[src/design/fpc_pkg.sv]
// ----------------------------------------------------------------------------
// fpc_pkg: shared types and constants of the framed packet checker
// Holds the status codes, the result record, the register indexes and the
// byte-wide reflected CRC-32 update.
// ----------------------------------------------------------------------------
package fpc_pkg;

	localparam int HEADER_BYTES_DEF = 12;
	localparam int CFG_INDEX_W      = 1;
	localparam int CFG_DATA_W       = 16;

	localparam logic [31:0] CRC_POLY = 32'hEDB88320;
	localparam logic [31:0] CRC_INIT = 32'hFFFFFFFF;

	localparam logic [7:0]  START_MARKER_RST = 8'hFF;
	localparam logic [15:0] MAX_LENGTH_RST   = 16'd100;

	typedef enum logic [CFG_INDEX_W-1:0] {
		CFG_START_MARKER = 1'b0,
		CFG_MAX_LENGTH   = 1'b1
	} cfg_index_t;

	typedef enum logic [1:0] {
		ST_CRC_OK    = 2'd0,
		ST_CRC_BAD   = 2'd1,
		ST_HDR_ERR   = 2'd2,
		ST_LEN_ERR   = 2'd3
	} status_t;

	typedef struct packed {
		status_t      status;
		logic [15:0]  frame_length;
		logic [31:0]  crc_received;
		logic [31:0]  crc_computed;
	} result_t;

	function automatic logic [31:0] crc32_byte(input logic [31:0] crc, input logic [7:0] b);
		logic [31:0] c;
		c = crc ^ {24'd0, b};
		for (int k = 0; k < 8; k++) begin
			if (c[0])
				c = (c >> 1) ^ CRC_POLY;
			else
				c = c >> 1;
		end
		return c;
	endfunction

endpackage

[src/design/fpc_if.sv]
// ----------------------------------------------------------------------------
// fpc_if: stream interfaces of the framed packet checker
// A byte channel toward the checker and a result channel out of it, both
// with valid/ready handshake.
// ----------------------------------------------------------------------------
interface fpc_byte_if;
	logic       valid;
	logic       ready;
	logic [7:0] rx_byte;

	modport source (output valid, output rx_byte, input ready);
	modport sink   (input valid, input rx_byte, output ready);
endinterface

interface fpc_result_if;
	logic        valid;
	logic        ready;
	logic [1:0]  status;
	logic [15:0] frame_length;
	logic [31:0] crc_received;
	logic [31:0] crc_computed;

	modport source (output valid, output status, output frame_length,
		output crc_received, output crc_computed, input ready);
	modport sink   (input valid, input status, input frame_length,
		input crc_received, input crc_computed, output ready);
endinterface

[src/design/framed_packet_checker_crc32.sv]
// ----------------------------------------------------------------------------
// framed_packet_checker_crc32: byte stream deframer with header checksum and CRC-32
// Path: a closing byte is registered first, then its result in the output register.
// Throughput: one byte per cycle; a closing byte waits only while a result is held.
// Reset: hunting for the start marker, marker 0xFF, max length 100, no result.
// ----------------------------------------------------------------------------
module framed_packet_checker_crc32 #(
	parameter int HEADER_BYTES = fpc_pkg::HEADER_BYTES_DEF
) (
	input  logic                            clk,
	input  logic                            arst_n,
	input  logic                            cfg_we,
	input  logic [fpc_pkg::CFG_INDEX_W-1:0] cfg_index,
	input  logic [fpc_pkg::CFG_DATA_W-1:0]  cfg_wdata,
	fpc_byte_if.sink                        rx,
	fpc_result_if.source                    report
);

	logic [7:0]       start_marker_q;
	logic [15:0]      max_length_q;
	logic             v_s1;
	logic [7:0]       b_s1;
	logic             out_v_q;
	fpc_pkg::result_t out_q;
	logic             emit;
	fpc_pkg::result_t res;
	logic             out_free;
	logic             advance;

	always_ff @(posedge clk or negedge arst_n) begin
		if (!arst_n) begin
			start_marker_q <= fpc_pkg::START_MARKER_RST;
			max_length_q   <= fpc_pkg::MAX_LENGTH_RST;
		end else if (cfg_we) begin
			unique case (fpc_pkg::cfg_index_t'(cfg_index))
				fpc_pkg::CFG_START_MARKER: start_marker_q <= cfg_wdata[7:0];
				fpc_pkg::CFG_MAX_LENGTH:   max_length_q   <= cfg_wdata[15:0];
				default: ;
			endcase
		end
	end

	assign out_free = !out_v_q || report.ready;
	// advance a byte unless it closes a frame while the result slot is busy
	assign advance  = v_s1 && (!emit || out_free);
	assign rx.ready = !v_s1 || advance;

	always_ff @(posedge clk or negedge arst_n) begin
		if (!arst_n)
			v_s1 <= 1'b0;
		else if (rx.valid && rx.ready)
			v_s1 <= 1'b1;
		else if (advance)
			v_s1 <= 1'b0;
	end

	always_ff @(posedge clk) begin
		if (rx.valid && rx.ready)
			b_s1 <= rx.rx_byte;
	end

	fpc_parser #(
		.HEADER_BYTES (HEADER_BYTES)
	) u_parser (
		.clk          (clk),
		.arst_n       (arst_n),
		.step         (advance),
		.b            (b_s1),
		.start_marker (start_marker_q),
		.max_length   (max_length_q),
		.emit         (emit),
		.res          (res)
	);

	always_ff @(posedge clk or negedge arst_n) begin
		if (!arst_n)
			out_v_q <= 1'b0;
		else if (advance && emit)
			out_v_q <= 1'b1;
		else if (report.ready)
			out_v_q <= 1'b0;
	end

	always_ff @(posedge clk) begin
		if (advance && emit)
			out_q <= res;
	end

	assign report.valid        = out_v_q;
	assign report.status       = out_q.status;
	assign report.frame_length = out_q.frame_length;
	assign report.crc_received = out_q.crc_received;
	assign report.crc_computed = out_q.crc_computed;

`ifndef SYNTH
	a_crc_ok_match: assert property (@(posedge clk) disable iff (!arst_n)
		(out_v_q && out_q.status == fpc_pkg::ST_CRC_OK)
		|-> (out_q.crc_received == out_q.crc_computed))
		else $error("crc match reported with differing values");

	a_crc_bad_differs: assert property (@(posedge clk) disable iff (!arst_n)
		(out_v_q && out_q.status == fpc_pkg::ST_CRC_BAD)
		|-> (out_q.crc_received != out_q.crc_computed))
		else $error("crc mismatch reported with equal values");

	a_hdr_err_zero: assert property (@(posedge clk) disable iff (!arst_n)
		(out_v_q && out_q.status == fpc_pkg::ST_HDR_ERR)
		|-> (out_q.frame_length == 16'd0 && out_q.crc_received == 32'd0
			&& out_q.crc_computed == 32'd0))
		else $error("header error result carries nonzero fields");

	a_len_err_range: assert property (@(posedge clk) disable iff (!arst_n)
		(out_v_q && out_q.status == fpc_pkg::ST_LEN_ERR)
		|-> (out_q.frame_length < 16'(HEADER_BYTES + 5)
			|| out_q.frame_length > max_length_q))
		else $error("length error reported for an in-range length");
`endif

endmodule

[src/design/fpc_parser.sv]
// ----------------------------------------------------------------------------
// fpc_parser: frame state tracker
// Holds byte count, length field, header sum, running CRC and captured CRC;
// flags the byte that closes a frame and forms its result.
// ----------------------------------------------------------------------------
module fpc_parser #(
	parameter int HEADER_BYTES = fpc_pkg::HEADER_BYTES_DEF
) (
	input  logic              clk,
	input  logic              arst_n,
	input  logic              step,
	input  logic [7:0]        b,
	input  logic [7:0]        start_marker,
	input  logic [15:0]       max_length,
	output logic              emit,
	output fpc_pkg::result_t  res
);

	localparam logic [15:0] CHK_IDX   = 16'(HEADER_BYTES - 1);
	localparam logic [15:0] MIN_FRAME = 16'(HEADER_BYTES + 5);

	logic [15:0] count_q, count_d;
	logic [15:0] len_q, len_d;
	logic [7:0]  sum_q, sum_d;
	logic [31:0] crc_q, crc_d;
	logic [31:0] cap_q, cap_d;
	logic [31:0] crc_next;
	logic [15:0] count_inc;
	logic [7:0]  sum_neg;

	assign crc_next  = fpc_pkg::crc32_byte(crc_q, b);
	assign count_inc = count_q + 16'd1;
	assign sum_neg   = 8'd0 - sum_q;

	always_comb begin
		count_d = count_q;
		len_d   = len_q;
		sum_d   = sum_q;
		crc_d   = crc_q;
		cap_d   = cap_q;
		emit    = 1'b0;
		res     = '{status: fpc_pkg::ST_CRC_OK, frame_length: 16'd0,
			crc_received: 32'd0, crc_computed: 32'd0};

		if (count_q == 16'd0) begin
			// hunt for the start marker
			if (b == start_marker) begin
				len_d   = 16'd0;
				sum_d   = b;
				crc_d   = fpc_pkg::crc32_byte(fpc_pkg::CRC_INIT, b);
				cap_d   = 32'd0;
				count_d = 16'd1;
			end
		end else if (count_q < CHK_IDX) begin
			sum_d = sum_q + b;
			if (count_q == 16'd1)
				len_d = {b, len_q[7:0]};
			else if (count_q == 16'd2)
				len_d = {len_q[15:8], b};
			crc_d   = crc_next;
			count_d = count_inc;
		end else if (count_q == CHK_IDX) begin
			crc_d = crc_next;
			if (b != sum_neg) begin
				emit       = 1'b1;
				res.status = fpc_pkg::ST_HDR_ERR;
			end else if (len_q < MIN_FRAME || len_q > max_length) begin
				emit             = 1'b1;
				res.status       = fpc_pkg::ST_LEN_ERR;
				res.frame_length = len_q;
			end else begin
				count_d = count_inc;
			end
		end else begin
			// body: CRC over data, then four CRC bytes, then the stop byte
			if (count_q < len_q - 16'd5)
				crc_d = crc_next;
			else if (count_q < len_q - 16'd1)
				cap_d = {cap_q[23:0], b};
			count_d = count_inc;
			if (count_inc == len_q) begin
				emit             = 1'b1;
				res.status       = (cap_q == ~crc_q) ? fpc_pkg::ST_CRC_OK
				                                     : fpc_pkg::ST_CRC_BAD;
				res.frame_length = len_q;
				res.crc_received = cap_q;
				res.crc_computed = ~crc_q;
			end
		end

		if (emit) begin
			count_d = 16'd0;
			len_d   = 16'd0;
			sum_d   = 8'd0;
			crc_d   = fpc_pkg::CRC_INIT;
			cap_d   = 32'd0;
		end
	end

	always_ff @(posedge clk or negedge arst_n) begin
		if (!arst_n) begin
			count_q <= 16'd0;
			len_q   <= 16'd0;
			sum_q   <= 8'd0;
			crc_q   <= fpc_pkg::CRC_INIT;
			cap_q   <= 32'd0;
		end else if (step) begin
			count_q <= count_d;
			len_q   <= len_d;
			sum_q   <= sum_d;
			crc_q   <= crc_d;
			cap_q   <= cap_d;
		end
	end

endmodule
[src/flat_wrapper.sv]
// flat-port wrapper written by rule: the top's interface ports become plain ports
module framed_packet_checker_crc32_flat 
#(
	parameter int HEADER_BYTES = fpc_pkg::HEADER_BYTES_DEF
)
  (clk, arst_n, cfg_we, cfg_index, cfg_wdata, rx_valid, rx_rx_byte, rx_ready, report_valid, report_status, report_frame_length, report_crc_received, report_crc_computed, report_ready);
  fpc_byte_if rx_i ();
  fpc_result_if report_i ();
  input  logic clk;
  input  logic arst_n;
  input  logic cfg_we;
  input  logic [fpc_pkg::CFG_INDEX_W-1:0] cfg_index;
  input  logic [fpc_pkg::CFG_DATA_W-1:0] cfg_wdata;
  input wire logic [$bits(rx_i.valid)-1:0] rx_valid;
  input wire logic [$bits(rx_i.rx_byte)-1:0] rx_rx_byte;
  output wire logic [$bits(rx_i.ready)-1:0] rx_ready;
  output wire logic [$bits(report_i.valid)-1:0] report_valid;
  output wire logic [$bits(report_i.status)-1:0] report_status;
  output wire logic [$bits(report_i.frame_length)-1:0] report_frame_length;
  output wire logic [$bits(report_i.crc_received)-1:0] report_crc_received;
  output wire logic [$bits(report_i.crc_computed)-1:0] report_crc_computed;
  input wire logic [$bits(report_i.ready)-1:0] report_ready;
  assign rx_i.valid = rx_valid;
  assign rx_i.rx_byte = rx_rx_byte;
  assign rx_ready = rx_i.ready;
  assign report_valid = report_i.valid;
  assign report_status = report_i.status;
  assign report_frame_length = report_i.frame_length;
  assign report_crc_received = report_i.crc_received;
  assign report_crc_computed = report_i.crc_computed;
  assign report_i.ready = report_ready;
  framed_packet_checker_crc32 #(.HEADER_BYTES(HEADER_BYTES)) u_core (.clk(clk), .arst_n(arst_n), .cfg_we(cfg_we), .cfg_index(cfg_index), .cfg_wdata(cfg_wdata), .rx(rx_i), .report(report_i));
endmodule
[config.mk]
export PLATFORM = sky130hd
export DESIGN_NAME = framed_packet_checker_crc32_flat
export DESIGN_NICKNAME = d
export VERILOG_FILES = /design/src/design/fpc_pkg.sv /design/src/design/fpc_if.sv /design/src/design/framed_packet_checker_crc32.sv /design/src/design/fpc_parser.sv /design/src/flat_wrapper.sv
export SDC_FILE = /design/constraint.sdc
export NUM_CORES = 1
export LEC_CHECK = 0
export BUFFER_PORTS_ARGS = -buffer_cell sky130_fd_sc_hd__buf_2
export CAP_MARGIN = 20
export CORE_MARGIN = 2
export CORE_UTILIZATION = 25
export CTS_CLUSTER_SIZE = 20
export DETAILED_ROUTE_END_ITERATION = 8
export GPL_ROUTABILITY_DRIVEN = 0
export PLACE_DENSITY = 0.47
export SETUP_SLACK_MARGIN = 0.4
export SLEW_MARGIN = 40
export SYNTH_ARGS = -nofsm -noshare
export SYNTH_HDL_FRONTEND = slang
export SYNTH_SLANG_ARGS = --single-unit
export TNS_END_PERCENT = 10
[constraint.sdc]
create_clock -name clk -period 21.4 [get_ports clk]
set_input_delay 2.14 -clock clk [delete_from_list [all_inputs] [get_ports clk]]
set_output_delay 2.14 -clock clk [all_outputs]
set_load 0.01 [all_outputs]
==> flow_summary.json <==
{
  "layout_common_cells": "146 x xnor2_1, 112 x buf_2, 108 x nor2_1, 90 x edfxtp_1, 87 x dfrtp_1",
  "clkSlewWorstSetupHoldPaths_ns": 0.06,
  "rsz0062_at_grt": "no",
  "crit_required_ns": 19.26,
  "fill_cells": 5458,
  "viasPerCell": 4.66,
  "antenna_found_initial": 1,
  "cts_tree": "yes",
  "cellPowerDensity_mw_per_mm2": 116,
  "max-slew-margin-rel": 0.467,
  "fmax_ghz": 0.151,
  "drtIter0Drc": 561,
  "multiInputGateArea_sq_mm": 0.00692,
  "coreArea_sq_mm": 0.0527,
  "fin_crit_ns": 6.64,
  "io_buffers": 113,
  "worstPathArrival_ns": 4.50,
  "nNetsFinal": 1438,
  "crit_path_end_kind": "output pin",
  "hp-class": "reg -> reg",
  "vdd.ir_drop.worst_mv": 0.0640,
  "min_period_over_period": 0.310,
  "maxSlewViolCount": 0,
  "setup_viol": 0,
  "critical_path_class": "reg -> out",
  "cts_root_buf": "clkbuf_16",
  "ctsHtreeMaxLevel": 1,
  "outcome": "finished clean",
  "grt_pass1_wl_microns": 60200,
  "tightest_slew_ns": 0.794,
  "drv_cap": 0,
  "finalHoldViolCount": 0,
  "seq_area_sq_mm": 0.00601,
  "clock_skew_ns": 0.0137,
  "p_leak_nw": 6.28,
  "grt_usage": 0.138,
  "die_area_sq_mm": 0.0553,
  "cts_buffers": 25,
  "ys_ff_latch": 220,
  "synth_cell_type_count": 75,
  "io_pins": 114,
  "drive_gt1_frac": 0.198,
  "drc": 0,
  "routed_wl_microns": 38800,
  "fp.dieW_microns": 235,
  "die_h_microns": 235,
  "final_area_sq_mm": 0.0156,
  "grt_pass1_vias": 9884,
  "syn2layout_area_growth_pct": 16.5,
  "wl_per_cell_microns": 18.9,
  "async_flop_share": 0.591,
  "synth_ff_type": "edfxtp_1",
  "rows": 84,
  "post-cts-setup-buffers": 0,
  "ys_seq_area_frac": 0.450,
  "start_util": 0.254,
  "synth_nets": 1355,
  "dr.pass1.iters": 5,
  "finalPower_mw": 1.80,
  "start_kind": "register",
  "syn_inst": 1264,
  "crit_fanout": 21,
  "post-dp-hpwl_microns": 27800,
  "grt_max_degree": 73,
  "postCtsHoldBufs": 0,
  "overflow": 0,
  "clock-sinks": 220,
  "place_area_sq_mm": 0.0147,
  "syn_area_sq_mm": 0.0134,
  "drt.antenna.violating_nets": 0,
  "cts_buffer_depth": 3,
  "avgSynthCellArea_sq_um": 10.6,
  "clock_latency_ns": 0.56,
  "fin_tns_setup_ns": 0,
  "vias": 9576,
  "ctsResizeCount": 0,
  "yosys_warnings": 0,
  "layout_commonest_cell": "xnor2_1",
  "synth_edf_count": 90
}
==> registers in the layout, indices dropped and copies added, names as in the netlist, 2 cells and up <==
signal / count
u_core.report.status: 2
u_core.report.frame_length: 16
u_core.report.crc_computed: 32
u_core.u_parser.crc_q: 32
u_core.u_parser.cap_q: 32
u_core.start_marker_q: 8
u_core.u_parser.len_q: 16
u_core.report.crc_received: 32
u_core.b_s1: 8
u_core.u_parser.count_q: 16
u_core.u_parser.sum_q: 8
u_core.max_length_q: 16
==> Yosys cell counts, drive strengths merged (4+ instances only) <==
cell      n  share of area
a22o     18          0.012
xnor2   148          0.097
nand3    19         0.0071
nor3b     9         0.0054
and2     23          0.011
o21a      7         0.0039
mux2i    22          0.016
clkbuf   52          0.015
nor2b    24          0.011
ha       60          0.056
nand2    86          0.024
o211ai   26          0.015
nor3     25          0.010
dfstp    43          0.085
nand4    21         0.0098
a21o      8         0.0045
buf      28         0.0097
o31ai     5         0.0032
nor2    110          0.031
dfrtp    87           0.16
mux2     82          0.069
nor4     21         0.0098
a21oi    30          0.012
edfxtp   90           0.20
nand3b    7         0.0039
o21ai    29          0.012
or4       4         0.0025
inv      46          0.013
and3      8         0.0037
xor2     67          0.044
a21boi    7         0.0039
and4      5         0.0033
==> worst max-delay path, stage by stage, from the launching register on <==
cell and delay [ns]:
dfrtp_1 0.50, ha_1 0.36, nand3_1 0.21, or3_1 0.40, a221oi_1 0.45, nand3_1 0.16
nor3_1 0.28, and4_2 0.58, or2_1 0.51, nand3_1 0.26, buf_2 0.22
==> cell families (layout without fill, tap and decap cells) <==
family | count (synthesis) | after routing | share of synthesized area
buffers and inverters | 126 | 228 | 0.0373
adder cells (fa/ha/maj) | 61 | 61 | 0.0577
XOR/XNOR | 216 | 216 | 0.143
other | 0 | 1 | 0
multiplexers | 104 | 104 | 0.0857
AO/OA/AOI/OAI | 161 | 161 | 0.0857
flip-flops | 220 | 220 | 0.450
AND/OR/NAND/NOR | 376 | 376 | 0.141
==> through the flow <==
| step | setup slack (ns) | util | cells | hold slack, ns |
|---|---|---|---|---|
| global route | 14.39 | 0.295 | 2054 | 0.534 |
| floorplan | 14.70 | - | 1264 | 0.479 |
| detailed placement | 15.15 | 0.279 | 2008 | 0.499 |
| CTS | 14.53 | 0.295 | 2054 | 0.511 |
| finish | 14.76 | 0.295 | 2055 | 0.505 |
| global placement | 15.22 | 0.278 | 2006 | 0.497 |
==> report_power, final <==
part	total (mW)	internal [mW]	switching (mW)
Combinational	0.743	0.392	0.351
Sequential	0.624	0.524	0.100
Clock	0.438	0.253	0.185
==> area by class of cell <==
class | instances | area share
diodes | 1 | 0.000161
inverters | 46 | 0.0111
clock inverters | 9 | 0.00756
flip-flops and latches | 220 | 0.386
multi-input cells | 918 | 0.445
well taps | 688 | 0.0553
repair buffers | 136 | 0.0499
clock buffers | 37 | 0.0450
==> final timing paths <==
check                      slack (ns)  cells past startpoint                        endpoint                       start
min in group asynchronous        1.42                      1        u_core.u_parser.sum_q[6]                      arst_n
min reg2reg                      0.50                      1          u_core.max_length_q[4]      u_core.max_length_q[4]
min                              0.50                      1          u_core.max_length_q[4]      u_core.max_length_q[4]
max reg2reg                     16.18                     12  u_core.report.crc_computed[28]  u_core.u_parser.count_q[0]
max                             14.76                     10                        rx_ready  u_core.u_parser.count_q[0]
max in group asynchronous       18.38                      3        u_core.u_parser.cap_q[3]                      arst_n
==> per-layer routing <==
layer	global-route usage	share of wire
met1	0.188	0.47
met2	0.230	0.47
met3	0.0187	0.038
met4	0.0364	0.020
met5	0	0
(Power assumes the default switching activity.)
